===== src/mla_pkg.sv =====
// Shared types and constants for the link accept block.
`default_nettype none

package mla_pkg;

  // Pipeline depth of one cosine lane and of the accept path
  localparam int COS_LAT = 6;
  localparam int ACC_LAT = 17;
  localparam int TOT_LAT = COS_LAT + ACC_LAT;

  // Output queue; it must hold every request that can be in flight
  localparam int FIFO_DEPTH = 32;
  localparam int PTR_W      = $clog2(FIFO_DEPTH);
  localparam int CNT_W      = $clog2(FIFO_DEPTH + 1);

  localparam logic [15:0] BETA_RESET = 16'd256;

  // Reciprocals 2^31 / k rounded up, for k = 1 .. 6 (index k - 1)
  localparam logic [31:0] DIV_RECIP [6] = '{
    32'h8000_0000, 32'h4000_0000, 32'd715827883,
    32'h2000_0000, 32'd429496730, 32'd357913942
  };

  // Signed cosine in Q16, range -65536 .. 65536
  typedef logic signed [17:0] cos_t;

  // Fields that ride alongside the arithmetic pipeline
  typedef struct packed {
    logic [15:0] old_lo;
    logic [15:0] new_lo;
    logic [15:0] draw;
  } side_t;

  // One result entry
  typedef struct packed {
    logic        accepted;
    logic [15:0] link_out;
  } res_t;

  // Output queue status
  typedef struct packed {
    logic             not_empty;
    logic [CNT_W-1:0] count;
  } fifo_stat_t;

endpackage

`default_nettype wire


===== src/mla_cos_lane.sv =====
// One cosine lane: cos(link + staple) in Q16 over a six-stage pipeline.
`default_nettype none

module mla_cos_lane #(
  parameter int PHASE_BITS = 16
) (
  input  wire logic                  clk,
  input  wire logic [PHASE_BITS-1:0] link,
  input  wire logic [15:0]           staple,
  output mla_pkg::cos_t              cos_q
);

  logic [PHASE_BITS-1:0] phase;
  logic [15:0]           turn;
  logic [1:0]            quad;
  logic [13:0]           x;

  logic [14:0] xe_r;
  logic        neg1_r;
  logic [29:0] sq;
  logic [16:0] s2_r;
  logic        neg2_r;
  logic [22:0] p60;
  logic [16:0] s3_r;
  logic [10:0] a0_r;
  logic        neg3_r;
  logic [27:0] p1;
  logic [16:0] s4_r;
  logic [14:0] a1_r;
  logic        neg4_r;
  logic [31:0] p2;
  logic [16:0] s5_r;
  logic [16:0] a2_r;
  logic        neg5_r;
  logic [33:0] p3;
  logic [17:0] d;
  logic [16:0] pmag;
  mla_pkg::cos_t cos_nxt;
  mla_pkg::cos_t cos_r;

  // Wrap the angle sum in the phase range
  assign phase = link + PHASE_BITS'(staple);

  // Scale the phase to a 16-bit turn
  generate
    if (PHASE_BITS >= 16) begin : g_wide
      assign turn = phase[PHASE_BITS-1 -: 16];
    end else begin : g_narrow
      assign turn = {phase, {(16 - PHASE_BITS){1'b0}}};
    end
  endgenerate

  // Fold the quadrant onto the first one
  assign quad = turn[15:14];
  assign x    = turn[13:0];

  always_ff @(posedge clk) begin
    xe_r   <= quad[0] ? 15'(15'd16384 - {1'b0, x}) : {1'b0, x};
    neg1_r <= quad[1] ^ quad[0];
  end

  // Square: s = (4x)^2 / 2^16
  assign sq = 30'(xe_r) * 30'(xe_r);

  always_ff @(posedge clk) begin
    s2_r   <= sq[28:12];
    neg2_r <= neg1_r;
  end

  // Horner step one
  assign p60 = 23'(s2_r) * 23'd60;

  always_ff @(posedge clk) begin
    s3_r   <= s2_r;
    a0_r   <= 11'(11'd1367 - 11'(p60[22:16]));
    neg3_r <= neg2_r;
  end

  // Horner step two
  assign p1 = 28'(s3_r) * 28'(a0_r);

  always_ff @(posedge clk) begin
    s4_r   <= s3_r;
    a1_r   <= 15'(15'd16625 - 15'(p1[27:16]));
    neg4_r <= neg3_r;
  end

  // Horner step three
  assign p2 = 32'(s4_r) * 32'(a1_r);

  always_ff @(posedge clk) begin
    s5_r   <= s4_r;
    a2_r   <= 17'(17'd80852 - 17'(p2[31:16]));
    neg5_r <= neg4_r;
  end

  // Final product, clamp at zero and apply the quadrant sign
  assign p3   = 34'(s5_r) * 34'(a2_r);
  assign d    = p3[33:16];
  assign pmag = (d >= 18'd65536) ? 17'd0 : 17'(18'd65536 - d);

  always_comb begin
    if (neg5_r) begin
      cos_nxt = mla_pkg::cos_t'(18'(-{1'b0, pmag}));
    end else begin
      cos_nxt = mla_pkg::cos_t'({1'b0, pmag});
    end
  end

  always_ff @(posedge clk) begin
    cos_r <= cos_nxt;
  end

  assign cos_q = cos_r;

endmodule

`default_nettype wire


===== config.mk =====
export PLATFORM = sky130hd
export DESIGN_NAME = mla_cos_lane
export DESIGN_NICKNAME = d
export VERILOG_FILES = /design/src/mla_pkg.sv /design/src/mla_cos_lane.sv
export SDC_FILE = /design/constraint.sdc
export NUM_CORES = 2
export LEC_CHECK = 0
export ABC_AREA = 1
export BUFFER_PORTS_ARGS = -buffer_cell sky130_fd_sc_hd__buf_2
export CORE_AREA = 2 2 394 240
export DETAILED_ROUTE_END_ITERATION = 10
export DIE_AREA = 0 0 396 242
export PLACE_DENSITY = 0.62
export SETUP_SLACK_MARGIN = 0.5
export SLEW_MARGIN = 20
export SYNTH_ARGS = -nofsm -noshare
export SYNTH_HDL_FRONTEND = slang
export SYNTH_SLANG_ARGS = --single-unit

===== constraint.sdc =====
create_clock -name clk -period 11.1 [get_ports clk]
set_input_delay 0.555 -clock clk [delete_from_list [all_inputs] [get_ports clk]]
set_output_delay 0.555 -clock clk [all_outputs]
set_load 0.03 [all_outputs]

==> qor.csv <==
stage;metric;value;unit
cells_and_area;drive_gt1_share;3.16;%
setup_path;end_kind;flip-flop;
clock_tree;numCtsBuffers;17;
floorplan;dieArea;95800;µm²
cells_and_area;regArea;2940;µm²
timing;hold_violations;0;
clock_tree;cts_sinks;147;
global_routing;track_usage;19.8;%
logic_synthesis;synthFlopType;dfxtp_1;
drt;drc;0;
clock_tree;holdBufCountCts;0;
clock_tree;clkTransAtPathRegs;0.07;ns
timing;finalCriticalPeriod;7.35;ns
setup_path;critPathSlowestCell;dfxtp_1;
setup_path;critPathRequiredTime;11.48;ns
worst_hold_path;hold_path.class;reg -> reg;
setup_path;reg2reg_slack;3.75;ns
floorplan;start_util;39.4;%
global_routing;grt_max_degree;18;
global_routing;grt_pass1_vias;28200;
logic_synthesis;ys_ff_latch;147;
setup_path;path_max_fanout;17;
logic_synthesis;synth.avg_cell_area;7.77;µm²
floorplan;die_y;242;µm
cells_and_area;antenna_cells;0;
job;max-cap-violations;0;
timing;maxSlewViolCount;0;
logic_synthesis;synth_top_cell_by_area;fa_1;
floorplan;fp.dieW;396;µm
logic_synthesis;synth_cells;4701;
drt;drt-wirelength-per-cell;15.3;µm
global_routing;grt-ovfl-total;0;
setup_path;endpoint;cos_q[16]$_DFF_P_;
clock_tree;cts_root_buf;clkbuf_16;
timing;fin_tns_setup;0;ns
timing;rsz0062_at_grt;no;
cells_and_area;final_nets;5745;
timing;fin_crit_sh;66.2;%
setup_path;regToRegEndpoint;cos_q[16]$_DFF_P_;
timing;worst_pin_slew;1.05;ns
floorplan;core;92600;µm²
setup_path;crit_type;reg -> reg;
logic_synthesis;async_flop_share;0;%
drt;firstDrtPassIters;6;
clock_tree;cts_resized;0;
global_routing;grt_pass1_wl;152000;µm
cells_and_area;area_growth;5.05;%
floorplan;rows;87;
setup_path;worstSetupStartpointType;flip-flop;
setup_path;crit_arrival;7.73;ns
logic_synthesis;synth_nets;5840;
run_status;outcome;finished, final reports clean;
timing;relSlewSlack;30.0;%
placement;place_congestion;0.890;
setup_path;ff2ff_path_depth;30;
timing;fmax;136;MHz
placement;place_hpwl;75400;µm
clock_tree;clk_latency;0.49;ns
logic_synthesis;post-synth-top-area-fraction;38.3;%
logic_synthesis;netlist_top_cells_area;fa_1, ha_1, inv_1, nand2_1, dfxtp_1;
clock_tree;cts_tree;yes;
logic_synthesis;synth_edf_count;0;
drt;vias;27700;
logic_synthesis;yosysSeqAreaShare;8.06;%
clock_tree;cts_buffer_depth;2;
timing;finalSetupViolations;0;
logic_synthesis;synth_cell_types;50;
clock_tree;postCtsSetupBuffers;0;
drt;vias_per_cell;4.73;
setup_path;r2r_start;a2_r[8]$_DFF_P_;
cells_and_area;multiInputGateArea;28000;µm²
logic_synthesis;ys_warn_count;0;
drt;drtIter0Drc;2099;
logic_synthesis;syn_area;36500;µm²
cells_and_area;fill_cells;9443;
drt;ant_nets;0;
setup_path;crit_start;a2_r[8]$_DFF_P_;
placement;port_buffers;50;
setup_path;critPathMaxStageDelay;0.89;ns
clock_tree;htree_levels;4;
timing;clock_skew;0.0157;ns
floorplan;ios;51;
global_routing;antenna_found_initial;2;
drt;routed_wl;90000;µm
[registers in the layout, summed over array words and instances (netlist names)]
register,cells
cos_q,18
a2_r,17
neg2_r,1
neg1_r,1
neg4_r,1
s5_r,17
s3_r,17
s4_r,17
neg5_r,1
xe_r,15
neg3_r,1
a0_r,9
a1_r,15
s2_r,17
[cells in the final DEF, fill, tap and decap left out, types with 10 or more instances in the layout]
cell,n
o21ai_0,53
xor2_1,76
a21oi_1,132
inv_2,12
buf_2,50
dfxtp_1,147
nand2_2,14
nor3_1,26
inv_1,1288
ha_1,407
fa_1,699
nand2_1,1273
clkbuf_16,17
nand3_1,102
o21bai_1,10
nor2_1,131
nand4_1,24
nand3b_1,14
xnor2_1,42
[worst min-delay path by stage]
stage / startpoint / to / slack (ns) / depth (start not counted)
detailed placement: neg3_r$_DFF_P_ / neg4_r$_DFF_P_ / 0.32 / 0
global placement: neg4_r$_DFF_P_ / neg5_r$_DFF_P_ / 0.31 / 0
global route: neg3_r$_DFF_P_ / neg4_r$_DFF_P_ / 0.34 / 0
finish: neg3_r$_DFF_P_ / neg4_r$_DFF_P_ / 0.33 / 0
CTS: neg3_r$_DFF_P_ / neg4_r$_DFF_P_ / 0.33 / 0
floorplan: neg1_r$_DFF_P_ / neg2_r$_DFF_P_ / 0.31 / 0
[critical path, delay by kind of cell, from the launching register on]
kind / cells / cell delay [ns]
adder cells (fa/ha/maj): 8 / 3.52
AND/OR/NAND/NOR: 16 / 2.14
flip-flops: 1 / 0.89
AO/OA/AOI/OAI: 1 / 0.35
buffers and inverters: 5 / 0.33
[routing by layer]
| metal | GRT usage (%) | routed length [µm] | up-vias |
|---|---|---|---|
| li1 | - | - | 13400 |
| met5 | 0 | 0 | - |
| met4 | 3.00 | 821 | 0 |
| met3 | 4.65 | 7730 | 55 |
| met1 | 32.2 | 47900 | 13300 |
| met2 | 26.2 | 33500 | 935 |
[synthesized netlist by cell type, drive strengths merged, types with 8 or more instances]
cell,n
nor2,138
fa,699
ha,407
nand2,1287
xnor2,42
o21bai,10
dfxtp,147
nand3,110
a21o,8
nor3,33
nand3b,14
nand4,24
inv,1300
clkbuf,164
a21oi,132
o21ai,60
xor2,78
[per-stage QoR]
stage | hold slack (ns) | setup WS [ns] | area [µm²] | util [%] | instances
final | 0.330 | 3.75 | 38400 | 41.4 | 5865
after global routing | 0.339 | 3.22 | 38400 | 41.4 | 5865
after CTS | 0.335 | 3.82 | 38400 | 41.4 | 5865
after detailed placement | 0.318 | 3.87 | 37700 | 40.7 | 5833
after global placement | 0.314 | 3.93 | 37700 | 40.7 | 5833
after floorplan | 0.310 | 4.74 | 36500 | - | 4701
[layout make-up]
| type | instances | area share, % |
|---|---|---|
| clock buffers | 18 | 1.14 |
| well taps | 1246 | 4.06 |
| repair buffers | 54 | 0.731 |
| multi-input cells | 3085 | 73.1 |
| inverters | 1301 | 12.7 |
| flip-flops and latches | 147 | 7.67 |
| clock inverters | 14 | 0.545 |
[cells by family after synthesis]
logic type	count (synthesis)	share of synthesized area, %
buf+inv	1469	15.1
fa+ha+maj	1106	52.3
simple gates	1618	17.9
compound gates	240	3.66
flops	147	8.06
mux	1	0.0308
xor+xnor	120	2.92
Power is left out: the tool's default activity adds up to more than one toggle a clock period on the data nets, which glitch-free logic cannot reach.
