==> src/mla_pkg.sv <==
// Shared types and constants for the link accept block.
`default_nettype none

package mla_pkg;

  // Pipeline depth of one cosine lane and of the accept path
  localparam int COS_LAT = 6;
  localparam int ACC_LAT = 17;
  localparam int TOT_LAT = COS_LAT + ACC_LAT;

  // Output queue; it must hold every request that can be in flight
  localparam int FIFO_DEPTH = 32;
  localparam int PTR_W      = $clog2(FIFO_DEPTH);
  localparam int CNT_W      = $clog2(FIFO_DEPTH + 1);

  localparam logic [15:0] BETA_RESET = 16'd256;

  // Reciprocals 2^31 / k rounded up, for k = 1 .. 6 (index k - 1)
  localparam logic [31:0] DIV_RECIP [6] = '{
    32'h8000_0000, 32'h4000_0000, 32'd715827883,
    32'h2000_0000, 32'd429496730, 32'd357913942
  };

  // Signed cosine in Q16, range -65536 .. 65536
  typedef logic signed [17:0] cos_t;

  // Fields that ride alongside the arithmetic pipeline
  typedef struct packed {
    logic [15:0] old_lo;
    logic [15:0] new_lo;
    logic [15:0] draw;
  } side_t;

  // One result entry
  typedef struct packed {
    logic        accepted;
    logic [15:0] link_out;
  } res_t;

  // Output queue status
  typedef struct packed {
    logic             not_empty;
    logic [CNT_W-1:0] count;
  } fifo_stat_t;

endpackage

`default_nettype wire

==> src/mla_out_fifo.sv <==
// Result queue between the pipeline and the output channel.
`default_nettype none

module mla_out_fifo (
  input  wire logic             clk,
  input  wire logic             rst_n,
  input  wire logic             push,
  input  wire mla_pkg::res_t    push_data,
  input  wire logic             pop,
  output mla_pkg::res_t         head,
  output mla_pkg::fifo_stat_t   stat
);

  localparam int PW = mla_pkg::PTR_W;
  localparam int CW = mla_pkg::CNT_W;

  mla_pkg::res_t mem_r [mla_pkg::FIFO_DEPTH];
  mla_pkg::res_t head_r;
  logic [PW-1:0] wr_ptr_r, wr_ptr_nxt;
  logic [PW-1:0] rd_ptr_r, rd_ptr_nxt;
  logic [CW-1:0] count_r, count_nxt;

  // Store the incoming result
  always_ff @(posedge clk) begin
    if (push) begin
      mem_r[wr_ptr_r] <= push_data;
    end
  end

  // Advance pointers and occupancy
  always_comb begin
    wr_ptr_nxt = wr_ptr_r + PW'(push);
    rd_ptr_nxt = rd_ptr_r + PW'(pop);
    count_nxt  = count_r + CW'(push) - CW'(pop);
  end

  always_ff @(posedge clk) begin
    if (!rst_n) begin
      wr_ptr_r <= '0;
      rd_ptr_r <= '0;
      count_r  <= '0;
    end else begin
      wr_ptr_r <= wr_ptr_nxt;
      rd_ptr_r <= rd_ptr_nxt;
      count_r  <= count_nxt;
    end
  end

  // Prefetch the next head; bypass a result written into the head slot
  always_ff @(posedge clk) begin
    if (push && (wr_ptr_r == rd_ptr_nxt)) begin
      head_r <= push_data;
    end else begin
      head_r <= mem_r[rd_ptr_nxt];
    end
  end

  assign head           = head_r;
  assign stat.not_empty = (count_r != '0);
  assign stat.count     = count_r;

`ifndef NO_ASSERTIONS
  // The credit scheme must never push into a full queue
  assert property (@(posedge clk) disable iff (!rst_n)
    push |-> (count_r < CW'(mla_pkg::FIFO_DEPTH)) || pop)
    else $error("result queue overflow");
`endif

endmodule

`default_nettype wire

==> config.mk <==
export PLATFORM = sky130hd
export DESIGN_NAME = mla_out_fifo
export DESIGN_NICKNAME = d
export VERILOG_FILES = /design/src/mla_pkg.sv /design/src/mla_out_fifo.sv
export SDC_FILE = /design/constraint.sdc
export NUM_CORES = 1
export LEC_CHECK = 0
export BUFFER_PORTS_ARGS = -buffer_cell sky130_fd_sc_hd__buf_2
export CAP_MARGIN = 20
export CORE_ASPECT_RATIO = 0.8
export CORE_MARGIN = 5
export CORE_UTILIZATION = 43
export DETAILED_ROUTE_END_ITERATION = 8
export PLACE_DENSITY = 0.67
export SYNTH_ARGS = -nofsm -noshare
export SYNTH_HDL_FRONTEND = slang
export SYNTH_SLANG_ARGS = --single-unit
==> constraint.sdc <==
create_clock -name clk -period 2.8 [get_ports clk]
set_input_delay 0.56 -clock clk [delete_from_list [all_inputs] [get_ports clk]]
set_output_delay 0.56 -clock clk [all_outputs]
set_load 0.005 [all_outputs]
==> qor.csv, run 1 <==
metric,value,unit
cp.arrival,2560,ps
pre_cts_ws,216,ps
synth_warnings,0,
clock-sinks,565,
synth_edf_count,544,
viasPerCell,5.77,
fp.coreArea,50000,um^2
die_x,262,um
startpoint_type,flip-flop,
met1_usage,27.8,%
tightest_slew,728,ps
clock_path_buffers,3,
ctsHoldBuffers,0,
cts_root_buf,clkbuf_16,
drcViolationCount,0,
crit_fanout,8,
gp_congestion,0.796,
path_class,reg2out,
grt_overflow,0,
p_per_area,698,nW/um^2
whs,290,ps
pin_count,45,
fin_crit_sh,111,%
hpwl,30600,um
nFillCells,3925,
skew,23.4,ps
synth_cells,1102,
drt_first_iter_violations,1259,
drt.antenna.violating_nets,0,
rsz0062_at_grt,yes,
met2_usage,28.3,%
syn-cell-area,21800,um^2
cts_buffers,53,
clk_pin_slew,70,ps
multi_input_area,4900,um^2
min_path_type,in2reg,
fin_ws,-318,ps
fin_crit,3120,ps
dominantRegCellSynth,edfxtp_1,
seq_area_frac_synth,76.8,%
grt_usage,19.0,%
final_layout_size_suffix_gt1_share,29.3,%
ys_ff_latch,565,
maxSlewViolCount,0,
grt-busiest-layer,met2,
synth_area_per_cell,19.8,um^2
seq_power_share,52.0,%
grt_pass1_wl,76400,um
vias,11431,
first_global_vias,11198,
port_buffers,44,
p_leak,8.04,nW
status,"finished, violations left",
yosysMostFrequentCell,edfxtp_1,
ir_drop,0.431,mV
clkPwrFrac,38.6,%
rr_startpoint,wr_ptr_r[3]$_SDFF_PN0_,
die-area,55300,um^2
syn-num-nets,1136,
grt_max_degree,53,
drt_wl_total,53300,um
htree_levels,2,
p_total,18.1,mW
maxSlewHeadroom,51.4,%
required,2240,ps
fmax,0.321,GHz
synth_top_area_cell,edfxtp_1,
synth-async-reset-ratio,0,%
area_growth,18.6,%
synth_top_area_share,74.9,%
die_height,211,um
pwr-share-comb,9.4,%
place_inst,1844,
cts_tree,yes,
gr-usage-met3,5.68,%
finalSetupViolCount,17,
initial_core_util,43.7,%
p_switching,4.06,mW
sw_frac_of_total,22.5,%
clock_latency,610,ps
violations,negative setup slack,
synth.distinct_cells,36,
antenna_found_initial,2,
hp-start,pop,
nets,1295,
yosys-top-cells-area,"edfxtp_1, mux4_2, mux2i_1, a22oi_1, dfxtp_1",
ys_top_cells_by_count,"edfxtp_1, mux2i_1, a22oi_1, mux4_2, nor2_1",
critPathCaptureType,output port,
wire_per_inst,26.9,um
dr.pass1.iters,7,
rows,73,
p_int,14.0,mW
maxCapViolCount,0,
regArea,16800,um^2
finalNonFillerCells,1981,
hold_viol,0,
-- registers in the layout (all words and copies together) (netlist names), named ones only --
| register | cells |
|---|---|
| count_r | 6 |
| wr_ptr_r | 5 |
| mem_r | 544 |
| rd_ptr_r | 5 |
-- cell type report --
type,instances,area share [%]
flip-flops and latches,565,64.8
multi-input cells,467,18.9
repair buffers,165,6.36
clock buffers,64,5.37
well taps,675,3.26
clock inverters,34,1.11
inverters,9,0.131
diodes,2,0.0193
-- stage by stage --
step           cell area [um^2]  setup TNS, ps  util, %
2_1_floorplan             21800              0        -
3_3_place_gp              23400              0     46.8
3_5_place_dp              23400              0     46.8
4_1_cts                   25600          -3610     51.3
5_1_grt                   25900          -4590     51.8
6_report                  25900          -3160     51.8
-- worst paths after layout --
check,end,slack (ps),cells after the start
worst max register to register,mem_r[9][8]$_DFFE_PP_,740,3
worst min register to register,flip-flop,460,1
worst max-delay path,head[4],-320,6
worst min-delay path,flip-flop,290,2
-- power groups by stage --
stage          combinational (mW)  clock [mW]  sequential [mW]
6_report                     1.69        6.97             9.40
5_1_grt                      1.82        7.45             9.40
4_1_cts                      1.65        7.07             9.40
3_5_place_dp                 1.43           0             9.58
3_3_place_gp                 1.41           0             9.58
2_1_floorplan               0.869           0             9.57
-- cells by family after synthesis --
family          count (synthesis)  synth area share (%)
xor+xnor                        9                 0.361
buf+inv                        70                  1.90
mux                           204                  13.3
simple gates                  131                  3.10
compound gates                110                  3.76
flops                         565                  76.8
fa+ha+maj                      13                 0.780
-- per-layer routing --
metal | wire length [um] | vias up
li1 | - | 4850
met1 | 22600 | 5962
met2 | 24000 | 536
met3 | 5540 | 81
met4 | 1120 | 2
met5 | 20 | -
-- critical path, cell delays in order, from the launching register on --
cell and delay (ps):
dfxtp_4 420, buf_12 140, buf_12 140, mux4_2 540
a22oi_2 130, nand4_1 330, buf_2 250
-- what timing repair did --
item	CTS	global route
buffers inserted	14	15
endpoints found under the setup margin	17	17
gates cloned	6	2
pin swaps	24	13
gates resized for setup	45	13
-- placed cells by master, fill, tap and decap left out, types with 5 or more instances in the layout --
cell type	instances
mux2i_1	136
xnor2_1	6
and2_1	9
ha_1	12
nand3b_1	5
clkinv_2	10
buf_12	16
mux4_2	68
a22oi_1	74
buf_16	9
inv_1	9
buf_4	86
clkinv_1	12
clkbuf_1	10
nor2_2	32
nor2_1	10
clkbuf_16	56
nand3_1	38
dfxtp_1	19
buf_2	44
edfxtp_1	544
nand4_1	19
a22oi_2	28
(Power assumes the default switching activity.)
==> run 2: changes to the inputs <==
--- a/config.mk
+++ b/config.mk
@@ -7,7 +7,7 @@
 export LEC_CHECK = 0
 export BUFFER_PORTS_ARGS = -buffer_cell sky130_fd_sc_hd__buf_2
 export CAP_MARGIN = 20
-export CORE_ASPECT_RATIO = 0.8
+export CORE_ASPECT_RATIO = 2
 export CORE_MARGIN = 5
 export CORE_UTILIZATION = 43
 export DETAILED_ROUTE_END_ITERATION = 8
==> constraint.sdc (replaced) <==
create_clock -name clk -period 2.8 [get_ports clk]
set_input_delay 0.56 -clock clk [delete_from_list [all_inputs] [get_ports clk]]
set_output_delay 0.56 -clock clk [all_outputs]
set_load 0.05 [all_outputs]
==> qor.csv, run 2 (synthesized netlist as in run 1, its figures left out) <==
metric,value,unit,change
path_class,reg2out,,unchanged
critPathCaptureType,output port,,unchanged
wire_per_inst,28.4,um,was 26.9 um
maxSlewHeadroom,50.5,%,was 51.4%
drt_first_iter_violations,1073,,was 1259
die-area,55600,um^2,was 55300 um^2
finalSetupViolCount,17,,unchanged
grt_usage,19.5,%,was 19.0%
clk_pin_slew,70,ps,about the same
fp.coreArea,50200,um^2,was 50000 um^2
viasPerCell,5.76,,was 5.77
first_global_vias,11574,,was 11198
fin_crit_sh,111,%,about the same
cts_tree,yes,,unchanged
initial_core_util,43.4,%,was 43.7%
hpwl,33600,um,was 30600 um
crit_fanout,6,,was 8
startpoint_type,flip-flop,,unchanged
cts_root_buf,clkbuf_16,,unchanged
ir_drop,0.575,mV,was 0.431 mV
drt.antenna.violating_nets,0,,unchanged
largest_register,mem_r,,unchanged
place_inst,1811,,was 1844
htree_levels,2,,unchanged
clock-sinks,565,,unchanged
antenna_cells,0,,was 2
clock_path_buffers,3,,unchanged
rows,116,,was 73
skew,17.2,ps,was 23.4 ps
grt_overflow,0,,unchanged
largest_reg_flops,544,,unchanged
violations,negative setup slack,,unchanged
grt_max_degree,35,,was 53
seq_power_share,50.9,%,was 52.0%
fin_crit,3100,ps,was 3120 ps
reg2reg_depth,3,,unchanged
nets,1262,,was 1295
p_leak,7.88,nW,was 8.04 nW
clock_latency,580,ps,was 610 ps
top_regs,"mem_r (544), count_r (6)",,unchanged
pin_count,45,,unchanged
fmax,0.322,GHz,was 0.321 GHz
dr.pass1.iters,5,,was 7
p_total,18.5,mW,was 18.1 mW
die_x,169,um,was 262 um
p_switching,4.22,mW,was 4.06 mW
cp.arrival,2540,ps,was 2560 ps
required,2240,ps,about the same
p_int,14.3,mW,was 14.0 mW
maxCapViolCount,0,,unchanged
tightest_slew,742,ps,was 728 ps
drcViolationCount,0,,unchanged
cts_buffers,47,,was 53
rsz0062_at_grt,yes,,unchanged
status,"finished, violations left",,unchanged
p_per_area,722,nW/um^2,was 698 nW/um^2
maxSlewViolCount,0,,unchanged
drt_wl_total,54400,um,was 53300 um
min_path_type,in2reg,,unchanged
area_growth,17.2,%,was 18.6%
die_height,328,um,was 211 um
min_delay_path_depth,2,,unchanged
antenna_found_initial,1,,was 2
hp-start,pop,,unchanged
final_cell_mix,"edfxtp_1, mux2i_1, a22oi_1, mux4_2, buf_4",,"was edfxtp_1, mux2i_1, buf_4, a22oi_1, mux4_2"
grt_pass1_wl,78600,um,was 76400 um
final_layout_size_suffix_gt1_share,26.9,%,was 29.3%
clkPwrFrac,38.4,%,was 38.6%
hold_viol,0,,unchanged
mostFrequentLayoutCell,edfxtp_1,,unchanged
rr_startpoint,wr_ptr_r[3]$_SDFF_PN0_,,unchanged
fin_ws,-301,ps,was -318 ps
pwr-share-comb,10.8,%,was 9.4%
finalNonFillerCells,1915,,was 1981
vias,11032,,was 11431
port_buffers,44,,unchanged
ctsHoldBuffers,0,,unchanged
sw_frac_of_total,22.8,%,was 22.5%
gp_congestion,0.800,,was 0.796
-- run 2: changes by cell type in the layout (fill, tap and decap cells not counted), moves of 4 or more --
cell / change
buf_4: -22
buf_2: -17
buf_6: +16
a22oi_1: +11
a22oi_2: -11
bufinv_16: +7
clkbuf_16: -5
clkinv_1: -5
buf_16: -4
-- run 2: layer usage --
layer,up-vias,routed length (um),global-route usage [%]
met5,-,7,0
met4,2,3060,9.23
met3,127,2680,2.75
met2,386,30000,36.3
met1,5749,18700,21.7
li1,4768,-,-
-- run 2: worst paths after layout --
kind                       endpoint  slack (ps)
min                       flip-flop         270
max reg2reg  mem_r[9][11]$_DFFE_PP_         830
max                         head[5]        -300
min reg2reg               flip-flop         470
-- run 2: power groups by stage --
stage               Combinational, mW  Clock [mW]  Sequential (mW)
finish                           1.99        7.09             9.39
global route                     2.11        7.54             9.40
CTS                              1.89        7.18             9.39
detailed placement               1.77           0             9.58
global placement                 1.72           0             9.57
floorplan                        1.09           0             9.67
-- run 2: critical path: stages (launching register included) --
cell and delay (ps):
dfxtp_4 380, buf_6 130, clkbuf_16 150, buf_12 130
mux4_2 510, a22oi_2 310, nand4_1 170, buf_6 190
-- run 2: through the flow --
stage	area, um^2	util (%)	setup WS [ps]	hold WS [ps]	TNS [ps]
2_1_floorplan	21800	-	448	425	0
3_3_place_gp	23300	46.5	169	440	0
3_5_place_dp	23300	46.5	169	454	0
4_1_cts	25400	50.5	-290	243	-4030
5_1_grt	25600	50.9	-371	286	-5300
6_report	25600	50.9	-301	267	-3850
-- run 2: area by class of cell --
| type | instances | area, um^2 |
|---|---|---|
| fillers | 3981 | 24700 |
| flip-flops and latches | 565 | 16800 |
| multi-input cells | 467 | 4830 |
| repair buffers | 138 | 1470 |
| clock buffers | 57 | 1260 |
| well taps | 649 | 812 |
| clock inverters | 30 | 408 |
| inverters | 9 | 33.8 |
-- run 2: what timing repair did --
item,4_1_cts,5_1_grt
gates resized for setup,48,25
cloned,5,2
setup endpoints to repair,17,17
buffers inserted,2,8
pin swaps,6,14
